## src/rtl/ordered_list_insert_find_defines.svh

```systemverilog
// assertion macros shared by the ordered list rtl
// expects clk and arst_n in the scope of each use
`ifndef ORDERED_LIST_INSERT_FIND_DEFINES_SVH
`define ORDERED_LIST_INSERT_FIND_DEFINES_SVH

// same-cycle implication, checked out of reset only
`define OLIF_ASSERT_NOW(lbl, ante, cons, msg) \
	lbl: assert property (@(posedge clk) disable iff (!arst_n) (ante) |-> (cons)) \
		else $error(msg);

// next-cycle implication, checked out of reset only
`define OLIF_ASSERT_NEXT(lbl, ante, cons, msg) \
	lbl: assert property (@(posedge clk) disable iff (!arst_n) (ante) |=> (cons)) \
		else $error(msg);

`endif

```

## src/rtl/olif_pkg.sv

```systemverilog
// types, constants and helpers for the ordered list block
// no dependencies
package olif_pkg;

	localparam int MAX_ENTRIES = 16;
	localparam int IDX_W       = $clog2(MAX_ENTRIES);
	localparam int CNT_W       = 5;
	localparam int DATA_W      = 32;

	typedef enum logic [1:0] {
		FUNC_INSERT = 2'd0,
		FUNC_FIND   = 2'd1,
		FUNC_GET    = 2'd2,
		FUNC_NOP    = 2'd3
	} func_t;

	typedef struct packed {
		func_t                     func;
		logic [4:0]                position;
		logic signed [DATA_W-1:0]  value;
	} req_t;

	typedef struct packed {
		logic                      ok;
		logic [4:0]                found_position;
		logic signed [DATA_W-1:0]  read_value;
		logic [4:0]                list_length;
		logic                      empty_res;
	} rsp_t;

	// per-cell update controls for one cycle
	typedef struct packed {
		logic load;
		logic shift;
	} cell_ctl_t;

	// index of the lowest set bit, zero when none is set
	function automatic logic [IDX_W-1:0] first_hit(input logic [MAX_ENTRIES-1:0] v);
		logic [IDX_W-1:0] idx;
		idx = '0;
		for (int i = MAX_ENTRIES - 1; i >= 0; i--) begin
			if (v[i]) begin
				idx = IDX_W'(i);
			end
		end
		return idx;
	endfunction

endpackage

```

## src/rtl/olif_cell.sv

```systemverilog
// one list entry: holds a word, loads or shifts from its lower neighbor, compares
// depends on olif_pkg
module olif_cell (
	input  logic                              clk,
	input  olif_pkg::cell_ctl_t               ctl,
	input  logic signed [olif_pkg::DATA_W-1:0] new_value,
	input  logic signed [olif_pkg::DATA_W-1:0] left_value,
	input  logic signed [olif_pkg::DATA_W-1:0] key,
	output logic signed [olif_pkg::DATA_W-1:0] entry,
	output logic                              hit
);

	logic signed [olif_pkg::DATA_W-1:0] data_q;

	always_ff @(posedge clk) begin
		if (ctl.load) begin
			data_q <= new_value;
		end else if (ctl.shift) begin
			data_q <= left_value;
		end
	end

	assign entry = data_q;
	assign hit   = (data_q == key);

endmodule

```

## src/rtl/ordered_list_insert_find.sv

```systemverilog
// ordered list of signed words held in a row of cells, empty after reset
// timing: the request beat is registered in op_q and executes once the response register is free,
// and its result is registered in rsp_q, from which the response beat is taken
// throughput: one request per cycle; a stalled response beat holds the next request
// reset: list length 0, capacity register 16, both channels empty; entries are not cleared
// depends on olif_pkg, olif_cell and ordered_list_insert_find_defines.svh
`include "ordered_list_insert_find_defines.svh"

module ordered_list_insert_find (
	input  logic             clk,
	input  logic             arst_n,
	input  logic             req_valid,
	output logic             req_ready,
	input  olif_pkg::req_t   req,
	output logic             rsp_valid,
	input  logic             rsp_ready,
	output olif_pkg::rsp_t   rsp,
	input  logic             cfg_we,
	input  logic [4:0]       cfg_wdata
);

	localparam int N = olif_pkg::MAX_ENTRIES;
	localparam int IW = olif_pkg::IDX_W;
	localparam int CW = olif_pkg::CNT_W;

	logic                    op_valid_q;
	olif_pkg::req_t          op_q;
	logic                    rsp_valid_q;
	olif_pkg::rsp_t          rsp_q;
	logic [CW-1:0]           count_q;
	logic [4:0]              cap_q;

	logic                    exec;
	logic [CW-1:0]           cap_eff;
	logic                    ins_ok;
	logic                    get_ok;
	logic [IW-1:0]           slot;
	logic [N-1:0]            hits;
	logic [N-1:0]            live_hits;
	logic signed [olif_pkg::DATA_W-1:0] entries [N];
	olif_pkg::cell_ctl_t     ctl [N];
	olif_pkg::rsp_t          rsp_d;
	logic [CW-1:0]           count_d;

	assign exec      = op_valid_q && (!rsp_valid_q || rsp_ready);
	assign req_ready = !op_valid_q || exec;

	always_ff @(posedge clk or negedge arst_n) begin
		if (!arst_n) begin
			op_valid_q <= 1'b0;
		end else if (req_valid && req_ready) begin
			op_valid_q <= 1'b1;
		end else if (exec) begin
			op_valid_q <= 1'b0;
		end
	end

	always_ff @(posedge clk) begin
		if (req_valid && req_ready) begin
			op_q <= req;
		end
	end

	always_ff @(posedge clk or negedge arst_n) begin
		if (!arst_n) begin
			cap_q <= 5'd16;
		end else if (cfg_we) begin
			cap_q <= cfg_wdata;
		end
	end

	assign cap_eff = (cap_q > CW'(N)) ? CW'(N) : cap_q;

	assign slot   = IW'(op_q.position - 5'd1);
	assign ins_ok = exec && (op_q.func == olif_pkg::FUNC_INSERT) && (op_q.position != 5'd0)
		&& ({1'b0, op_q.position} <= ({1'b0, count_q} + 6'd1)) && (count_q < cap_eff);
	assign get_ok = (op_q.position != 5'd0) && (op_q.position <= count_q);

	for (genvar i = 0; i < N; i++) begin : g_cell
		// higher cells take their lower neighbor, the target cell takes the new word
		assign ctl[i].load  = ins_ok && (slot == IW'(i));
		assign ctl[i].shift = ins_ok && (slot < IW'(i));
		assign live_hits[i] = hits[i] && (CW'(i) < count_q);

		olif_cell u_cell (
			.clk        (clk),
			.ctl        (ctl[i]),
			.new_value  (op_q.value),
			.left_value ((i == 0) ? op_q.value : entries[(i == 0) ? 0 : i - 1]),
			.key        (op_q.value),
			.entry      (entries[i]),
			.hit        (hits[i])
		);
	end

	assign count_d = count_q + CW'(ins_ok);

	always_comb begin
		rsp_d                = '0;
		rsp_d.list_length    = count_d;
		rsp_d.empty_res      = (count_d == '0);
		unique case (op_q.func)
			olif_pkg::FUNC_INSERT: begin
				rsp_d.ok = ins_ok;
			end
			olif_pkg::FUNC_FIND: begin
				rsp_d.ok = |live_hits;
				if (|live_hits) begin
					rsp_d.found_position = 5'(olif_pkg::first_hit(live_hits)) + 5'd1;
				end
			end
			olif_pkg::FUNC_GET: begin
				rsp_d.ok = get_ok;
				if (get_ok) begin
					rsp_d.read_value = entries[slot];
				end
			end
			default: begin
				rsp_d.ok = 1'b0;
			end
		endcase
	end

	always_ff @(posedge clk or negedge arst_n) begin
		if (!arst_n) begin
			count_q     <= '0;
			rsp_valid_q <= 1'b0;
		end else begin
			count_q <= count_d;
			if (exec) begin
				rsp_valid_q <= 1'b1;
			end else if (rsp_ready) begin
				rsp_valid_q <= 1'b0;
			end
		end
	end

	always_ff @(posedge clk) begin
		if (exec) begin
			rsp_q <= rsp_d;
		end
	end

	assign rsp_valid = rsp_valid_q;
	assign rsp       = rsp_q;

	`OLIF_ASSERT_NOW(a_count_bound, 1'b1, count_q <= CW'(N), "list length above capacity")
	`OLIF_ASSERT_NEXT(a_count_step, ins_ok, count_q == $past(count_q) + CW'(1), "insert lost")
	`OLIF_ASSERT_NEXT(a_count_hold, !ins_ok, $stable(count_q), "length moved without insert")
	`OLIF_ASSERT_NOW(a_found_ok, rsp_valid_q && (rsp_q.found_position != 5'd0), rsp_q.ok, "find position without match")
	`OLIF_ASSERT_NOW(a_empty, rsp_valid_q, rsp_q.empty_res == (rsp_q.list_length == 5'd0), "empty flag disagrees with length")

endmodule
```

## config.mk

```make
export PLATFORM = sky130hd
export DESIGN_NAME = ordered_list_insert_find
export DESIGN_NICKNAME = d
export VERILOG_FILES = /design/src/rtl/olif_pkg.sv /design/src/rtl/olif_cell.sv /design/src/rtl/ordered_list_insert_find.sv
export VERILOG_INCLUDE_DIRS = /design/src /design/src/rtl
export SDC_FILE = /design/constraint.sdc
export NUM_CORES = 1
export LEC_CHECK = 0
export BUFFER_PORTS_ARGS = -buffer_cell sky130_fd_sc_hd__buf_2
export CELL_PAD_IN_SITES_DETAIL_PLACEMENT = 1
export CELL_PAD_IN_SITES_GLOBAL_PLACEMENT = 1
export CORE_UTILIZATION = 50
export CTS_CLUSTER_DIAMETER = 100
export DETAILED_ROUTE_END_ITERATION = 7
export GPL_ROUTABILITY_DRIVEN = 0
export PLACE_DENSITY_LB_ADDON = 0.1
export SYNTH_ARGS = -nofsm -noshare
export SYNTH_HDL_FRONTEND = slang
export SYNTH_SLANG_ARGS = --single-unit
```

## constraint.sdc

```tcl
create_clock -name clk -period 8.4 [get_ports clk]
set_clock_uncertainty 0.15 [all_clocks]
set_input_delay 0.42 -clock clk [delete_from_list [all_inputs] [get_ports clk]]
set_output_delay 0.42 -clock clk [all_outputs]
set_load 0.05 [all_outputs]
```

==> results.cfg, run 1 <==
[status]
status = finished clean

[global_route]
grt_max_degree = 101
overflow = 0
grt_pass1_wl_mm = 163
grt_use_total_pct = 32.2
antenna_found_initial = 5
grt_pass1_vias = 22600

[floorplanning]
io_pins = 95
rows = 97
fp.dieW_um = 268
dieArea_um2 = 71800
die_h_um = 268
core_area_um2 = 70000
start_util_pct = 50.5

[sta]
setup_viol = 0
post-route-period-util_pct = 72.8
worst_slew_pin_slew_ns = 1.18
finalSetupTns_ns = 0
slew_headroom_pct = 21.2
setup_slack_ns = 2.28
period_needed_ns = 6.12
rsz0062_at_grt = no
slew_viol_final = 0
hold_violations = 0
fmax_mhz = 164

[critical_path]
path_cells = ha_1 -> inv_1 -> ha_1 -> nor2b_1 -> o21a_1 -> o21a_1 -> o21ai_1 -> inv_1 -> o21ai_1 -> nand4_2 -> inv_2 -> nand2_1 -> nor2_1 -> and3_1 -> buf_4 -> or2_2
timing.rr.start = count_q[1]
endpoint_kind = flip-flop
crit_arrival_ns = 6.22
path_buf_inv = 4
crit_required_ns = 8.50
critPathLaunch = count_q[1]
cp-start-kind = flip-flop
rr_endpoint = g_cell[4].u_cell.entry[16]
worstSetupPathType = reg2reg
critical_path.top_delay_family = simple AND/OR/NAND/NOR gates
slowest_stage = inv_2
max_stage_delay_ns = 0.90
cp_max_fo = 37
r2r_cells = 16
r2r_setup_slack_ns = 2.28

[logic_synthesis]
synth_cell_type_count = 59
netlist_instances = 2390
ys_top_cells_by_count = edfxtp_1 (595), mux2_2 (463), xor2_1 (290)
yosysMostFrequentCell = edfxtp_1
yosys.area.top_type_share_pct = 50.5
ys_seq_elements = 607
synth-edff-count = 595
synthFlopType = edfxtp_1
synth.area.top_cells = edfxtp_1 (50%), mux2_2 (15%), mux4_2 (10%)
ys_warn_count = 0
netlist_area_um2 = 35400
syn_avg_cell_area_um2 = 14.8
synthesis.nets = 2463
yosysTopAreaCell = edfxtp_1
ys_async_sr_fraction_pct = 1.98
ys_seq_area_share_pct = 51.3

[clock_tree]
htree_levels = 3
clockBufferDepth = 3
clk_pin_slew_ns = 0.06
root_buffer = clkbuf_16
cts_tree = built
cts_setup_buffers = 0
clk_latency_ns = 0.62
cts_sinks = 607
cts_resized = 0
numCtsBuffers = 72

[routing]
route.met2.wl_mm = 54.5
wire_per_inst_um = 32.8
drc = 0
drt_iter0_markers = 1882
route.met3.wl_mm = 5.76
vias = 21200
drt-total-wl_mm = 113
first_pass_iters = 5
viasPerCell = 6.16
top_layer_used = met5
antenna_left = 0
wl_met1_mm = 45.9

[run]
drv_cap = 0

[worst_hold_path]
hold_path_class = in2async

[power]
powerDensity_nw_per_um2 = 194
power_leakage_nw = 13.0
ir_drop_mv = 0.187

[cells_and_area]
drive_above_1_share_pct = 36.6
syn_to_final_growth_pct = 11.4
nets = 2527
diodes = 0

[place]
dp_slack_ns = 2.23
port-buffer-count = 94
dpl.hpwl_mm = 84.5
## how the worst max path moves through the flow
| stage | end | slack (ns) | cells past startpoint |
|---|---|---|---|
| final | g_cell[4].u_cell.entry[16] | 2.28 | 16 |
| after global routing | g_cell[4].u_cell.entry[16] | 1.96 | 16 |
| after CTS | g_cell[4].u_cell.entry[19] | 2.23 | 16 |
| after detailed placement | g_cell[4].u_cell.entry[19] | 2.23 | 16 |
| after global placement | g_cell[4].u_cell.entry[18] | 2.44 | 16 |
| after floorplan | g_cell[1].u_cell.entry[0] | 2.37 | 7 |
## stage by stage
| stage | instance area (um2) | util (%) | instances | total power, mW | hold WS, ns |
|---|---|---|---|---|---|
| final | 39400 | 56.3 | 3449 | 7.65 | 0.0804 |
| after global routing | 39400 | 56.3 | 3449 | 7.83 | 0.0784 |
| after CTS | 39400 | 56.3 | 3449 | 7.68 | 0.0712 |
| after detailed placement | 36600 | 52.3 | 3266 | 4.59 | 0.169 |
| after global placement | 36600 | 52.3 | 3266 | 4.57 | 0.159 |
| after floorplan | 35400 | - | 2390 | 4.20 | -0.0256 |
## metal layers
layer	track usage [%]	vias to the layer above
met5	0	-
met3	4.44	215
met4	18.2	2
met2	52.4	677
li1	-	9223
met1	41.5	11100
## cells in the final DEF, fill, tap and decap left out, drive strengths merged, types with 3 or more instances in the layout
cell type    instances
o21a                 3
nor2b               36
clkbuf              99
xor2               290
dfrtp               11
a2111oi              5
a311oi               3
ha                  24
and3                 5
nand2b               8
nor4                79
inv                 18
mux2               484
nand4               67
nand2               19
xnor2              232
and2                 6
nor3                22
or4                  4
nor2                26
nor4b                3
buf                161
dlygate4sd3         54
a21oi               14
bufinv               4
nand3               26
o21ai               12
mux4               160
edfxtp             595
clkinv              25
## cell type report
class	instances	area, um2
Fill cell	6505	30600
Clock inverter	30	248
Clock buffer	99	2010
Tap cell	940	1180
Timing Repair Buffer	215	1530
Multi-Input combinational cell	1541	16200
Inverter	17	63.8
Sequential cell	607	18200
## registers in the layout, indices dropped and copies added (netlist names)
name / cells
op_valid_q: 1
rsp_valid: 1
cap_q: 5
g_cell.u_cell.entry: 512
count_q: 5
rsp: 44
op_q: 39
## logic make-up (layout without fill, tap and decap cells)
group | Yosys count | after routing | share of synthesized area (%)
AO/OA/AOI/OAI | 44 | 44 | 0.902
XOR/XNOR | 522 | 522 | 13.0
adder cells (fa/ha/maj) | 24 | 24 | 0.849
buffers and inverters | 242 | 361 | 3.16
flip-flops | 607 | 607 | 51.3
multiplexers | 644 | 644 | 25.6
AND/OR/NAND/NOR | 307 | 307 | 5.19
## worst register-to-register path, delay by kind of cell (launching register included)
family,cells,cell delay (ns)
DFF,1,0.51
and+or+nand+nor,6,2.46
adders and majority gates,2,0.62
buffers and inverters,4,1.38
AOI/OAI and AO/OA,4,0.62
## power breakdown
group,switching [mW],total (mW),internal [mW]
Sequential,0.0890,3.49,3.40
Clock,1.30,3.09,1.79
Combinational,0.676,1.07,0.393
## repair_timing
| action | in CTS | in global routing |
|---|---|---|
| setup endpoints to repair | 0 | 0 |
| hold buffers | 54 | 0 |
| endpoints found under the hold margin | 58 | 0 |
(Power assumes the default switching activity.)
==> run 2: changes to the inputs <==
Settings changed: CORE_UTILIZATION 50 to 49.
Clock period 8.4 ns to 5.2 ns, I/O delays scaled along.
==> results.cfg, run 2 (synthesized netlist as in run 1, its figures left out) <==
[routing]
drc = 0
drt-total-wl_mm = 122
top_layer_used = met4
wire_per_inst_um = 34.7
first_pass_iters = 6
antenna_left = 0
viasPerCell = 6.30
wl_met1_mm = 48.8
vias = 22100
route.met3.wl_mm = 7.57
route.met2.wl_mm = 58.6
drt_iter0_markers = 2486

[clock_tree]
cts_setup_buffers = 0
clk_pin_slew_ns = 0.06
htree_levels = 3
clockBufferDepth = 3
cts_sinks = 607
cts_tree = built
root_buffer = clkbuf_16
clk_latency_ns = 0.65
numCtsBuffers = 72

[sta]
period_needed_ns = 4.77
finalSetupTns_ns = 0
setup_slack_ns = 0.430
rsz0062_at_grt = no
fmax_mhz = 210
slew_viol_final = 0
setup_viol = 0
worst_slew_pin_slew_ns = 1.31
slew_headroom_pct = 12.2
post-route-period-util_pct = 91.7
hold_violations = 0

[floorplanning]
fp.dieW_um = 271
start_util_pct = 49.5
io_pins = 95
die_h_um = 271
rows = 98
core_area_um2 = 71500
dieArea_um2 = 73300

[cells_and_area]
diodes = 0
largest_register_ffs = 512
final_cell_mix = edfxtp_1 (595), mux2_2 (463), xor2_1 (290), xnor2_1 (227), mux4_2 (160)
final_common_cell = edfxtp_1
drive_above_1_share_pct = 37.8
seqCellArea_um2 = 18200
nets = 2580
syn_to_final_growth_pct = 12.4
multi_input_area_um2 = 16200
final_area_um2 = 39800
final.fill_count = 6797
finish.utilization_pct = 55.7

[critical_path]
cp_max_fo = 14
crit_arrival_ns = 5.05
crit_required_ns = 5.48
worstSetupPathType = reg2reg
endpoint_kind = flip-flop
cp-start-kind = flip-flop
slowest_stage = edfxtp_1
max_stage_delay_ns = 0.88
path_cells = buf_4 -> xor2_1 -> nor4_1 -> nand3_1 -> a2111oi_2 -> a21oi_1 -> o21ai_0 -> o22ai_2 -> ha_1 -> inv_1 -> nor2_1

[power]
combPwrFrac_pct = 14.7
powerDensity_nw_per_um2 = 309
ir_drop_mv = 0.251
netSwitchingFraction_pct = 28.2
power_frac_clock_pct = 39.1
power_leakage_nw = 13.2
seqPwrFrac_pct = 46.2
p_switching_mw = 3.47
internal_power_mw = 8.82
fin_total_pwr_mw = 12.3

[place]
port-buffer-count = 94
dpl.hpwl_mm = 91.0
dp_slack_ns = 0.586
place_area_um2 = 37100

[global_route]
grt_pass1_vias = 23000
grt_max_degree = 99
grt_pass1_wl_mm = 172
grt_use_total_pct = 33.3
antenna_found_initial = 10
overflow = 0

[status]
status = finished clean

[run]
drv_cap = 0

[worst_hold_path]
hold_path_class = in2reg
## run 2: changes by cell type in the layout (fill, tap and decap cells not counted), sizes merged
cell         change
dlygate4sd3      +2
clkinv           +9
inv              +1
bufinv           -4
clkbuf           -3
clkinvlp         +1
buf             +51
## run 2: critical path, delay by kind of cell (launching register included)
kind                       cells  cell delay, ns
AOI/OAI and AO/OA              4            1.20
adders and majority gates      1            0.33
DFF                            1            0.88
and+or+nand+nor                3            1.53
buffers and inverters          2            0.38
xor gates and xnor gates       1            0.09
## run 2: path summary, 6_finish.rpt
kind | from | to | slack [ns] | cells past startpoint
max in group asynchronous | arst_n | rsp_valid | 3.42 | 4
min | req[13] | op_q[13] | 0.18 | 2
max | op_q[18] | rsp[39] | 0.43 | 11
min in group asynchronous | arst_n | cap_q[4] | 0.50 | 3
max reg2reg | op_q[18] | rsp[39] | 0.43 | 11
min reg2reg | op_valid_q | rsp_valid | 0.39 | 1
## run 2: final cells by class
| class | instances | area share, % |
|---|---|---|
| multi-input combinational | 1541 | 40.8 |
| clock buffer | 96 | 4.91 |
| sequential | 607 | 45.7 |
| tap | 950 | 2.99 |
| timing repair buffer | 268 | 4.91 |
| inverter | 17 | 0.160 |
| clock inverter | 37 | 0.563 |
## run 2: stage by stage
step	hold WS (ns)	cells
global placement	-0.000984	3327
global route	0.173	3516
finish	0.176	3516
detailed placement	0.00953	3327
floorplan	-0.186	2390
CTS	0.145	3516
## run 2: routing by layer
| layer | vias to the layer above | global-route usage [%] |
|---|---|---|
| li1 | 9327 | - |
| met2 | 896 | 53.8 |
| met3 | 206 | 4.08 |
| met5 | - | 0 |
| met4 | 0 | 17.4 |
| met1 | 11700 | 44.1 |
## run 2: power groups by stage
stage	Combinational [mW]	Clock, mW	Sequential, mW
floorplan	0.996	0	5.78
global placement	1.72	0	5.76
detailed placement	1.74	0	5.77
CTS	1.79	4.87	5.67
global route	1.86	5.02	5.69
finish	1.81	4.81	5.68
## run 2: repair_timing
action | CTS | global route
endpoints found under the hold margin | 58 | 0
setup endpoints to repair | 0 | 0
hold buffers | 56 | 0
gates resized for setup | 0 | 0
==> run 3: changes to the inputs <==
Settings changed: TNS_END_PERCENT set to 20.
Clock period 5.2 ns to 4 ns, I/O delays scaled along.
==> results.cfg, run 3 (synthesized netlist as in run 1, its figures left out) <==
[status]
status = finished clean

[critical_path]
r2r_cells = 12
endpoint_kind = flip-flop
r2r_setup_slack_ns = 0.07
crit_arrival_ns = 4.21
crit_required_ns = 4.27
critPathLaunch = op_q[12]
endpoint = rsp[41]
cp_max_fo = 7
timing.rr.start = op_q[12]
worstSetupPathType = reg2reg
rr_endpoint = rsp[41]
cp-start-kind = flip-flop

[routing]
viasPerCell = 6.32
antenna_left = 0
drt-total-wl_mm = 125
drc = 0
first_pass_iters = 5
vias = 22600
drt_iter0_markers = 2346
wire_per_inst_um = 35.0

[clock_tree]
cts_sinks = 607
clk_latency_ns = 0.62
htree_levels = 3
root_buffer = clkbuf_16
cts_tree = built
clk_pin_slew_ns = 0.06
clockBufferDepth = 3
numCtsBuffers = 74

[place]
dp_slack_ns = -0.305
port-buffer-count = 94
place_area_um2 = 37800
dp.cells = 3367
dpl.hpwl_mm = 93.0

[sta]
slew_headroom_pct = 36.8
rsz0062_at_grt = no
hold_violations = 0
fin_hold_ws_ns = 0.137
setup_slack_ns = 0.0655
period_needed_ns = 3.93
setup_viol = 0
slew_viol_final = 0
fmax_mhz = 254
worst_slew_pin_slew_ns = 0.945
post-route-period-util_pct = 98.4
finalSetupTns_ns = 0

[cells_and_area]
final.fill_count = 6587
nets = 2635
largest_register_ffs = 512
final_common_cell = edfxtp_1
syn_to_final_growth_pct = 15.3
drive_above_1_share_pct = 39.7
finish.utilization_pct = 57.1
final_cell_mix = edfxtp_1 (595), mux2_2 (463), xor2_1 (290), xnor2_1 (225), mux4_2 (160)
final_area_um2 = 40800
fin_cells = 3571

[global_route]
grt_use_total_pct = 34.0
grt_max_degree = 61
grt_pass1_vias = 23100
antenna_found_initial = 17
overflow = 0
grt_pass1_wl_mm = 176

[power]
seqPwrFrac_pct = 44.6
powerDensity_nw_per_um2 = 400
combPwrFrac_pct = 15.7
power_frac_clock_pct = 39.7
fin_total_pwr_mw = 16.3
p_switching_mw = 4.52
netSwitchingFraction_pct = 27.7
ir_drop_mv = 0.341
internal_power_mw = 11.8
power_leakage_nw = 13.7

[floorplanning]
rows = 98
die_h_um = 271
core_area_um2 = 71500
fp.dieW_um = 271
io_pins = 95
start_util_pct = 49.5
dieArea_um2 = 73300

[run]
drv_cap = 0

[worst_hold_path]
hold_path_class = in2reg
## run 3: changes by cell type in the layout (fill, tap and decap cells not counted), sizes merged
| cell | previous run | this run |
|---|---|---|
| buf | 212 | 265 |
| clkbuf | 96 | 94 |
| diode | 0 | 5 |
| clkinv | 34 | 30 |
| bufinv | 0 | 3 |
## run 3: final cells by class
| cell class | count | area [um2] | share of cell area (%) |
|---|---|---|---|
| flip-flops and latches | 607 | 18200 | 44.5 |
| multi-input cells | 1541 | 16300 | 40.1 |
| repair buffers | 321 | 2780 | 6.81 |
| clock buffers | 94 | 2000 | 4.90 |
| well taps | 950 | 1190 | 2.91 |
| clock inverters | 36 | 246 | 0.604 |
| inverters | 17 | 71.3 | 0.175 |
| diodes | 5 | 12.5 | 0.0307 |
## run 3: worst min-delay path by stage
stage | startpoint | end | depth (start not counted)
2_1_floorplan | arst_n | cap_q[0] | 0
3_3_place_gp | arst_n | rsp_valid | 1
3_5_place_dp | arst_n | op_valid_q | 1
4_1_cts | req[19] | op_q[19] | 2
5_1_grt | req[19] | op_q[19] | 2
6_report | req[16] | op_q[16] | 2
## run 3: what timing repair did
action,4_1_cts,5_1_grt
hold buffers,56,0
endpoints found under the setup margin,5,8
hold endpoints to repair,58,0
resized for setup,3,5
gates cloned,0,0
setup buffers,7,6
## run 3: layer usage
metal  GRT usage [%]  routed length, um  vias up
met5               0                 24        -
met1            45.1              49300    11900
met4            18.8               7460        4
met2            54.2              59300     1001
met3            4.56               8830      219
li1                -                  -     9445
## run 3: power groups by stage
| stage | Clock (mW) | Sequential, mW | Combinational, mW |
|---|---|---|---|
| 2_1_floorplan | 0 | 7.52 | 1.31 |
| 3_3_place_gp | 0 | 7.42 | 2.40 |
| 3_5_place_dp | 0 | 7.43 | 2.44 |
| 4_1_cts | 6.53 | 7.29 | 2.52 |
| 5_1_grt | 6.73 | 7.30 | 2.63 |
| 6_report | 6.47 | 7.29 | 2.56 |
## run 3: worst max-delay path: stages, from the launching register on
cell and delay (ns):
edfxtp_1 0.62, buf_4 0.28, xor2_1 0.16, nor4_1 0.60
nand3_1 0.19, a2111oi_0 0.49, buf_4 0.23, or4_1 0.12
nand2b_1 0.13, o21ai_1 0.10, or2_4 0.27, buf_4 0.15
a21oi_2 0.23
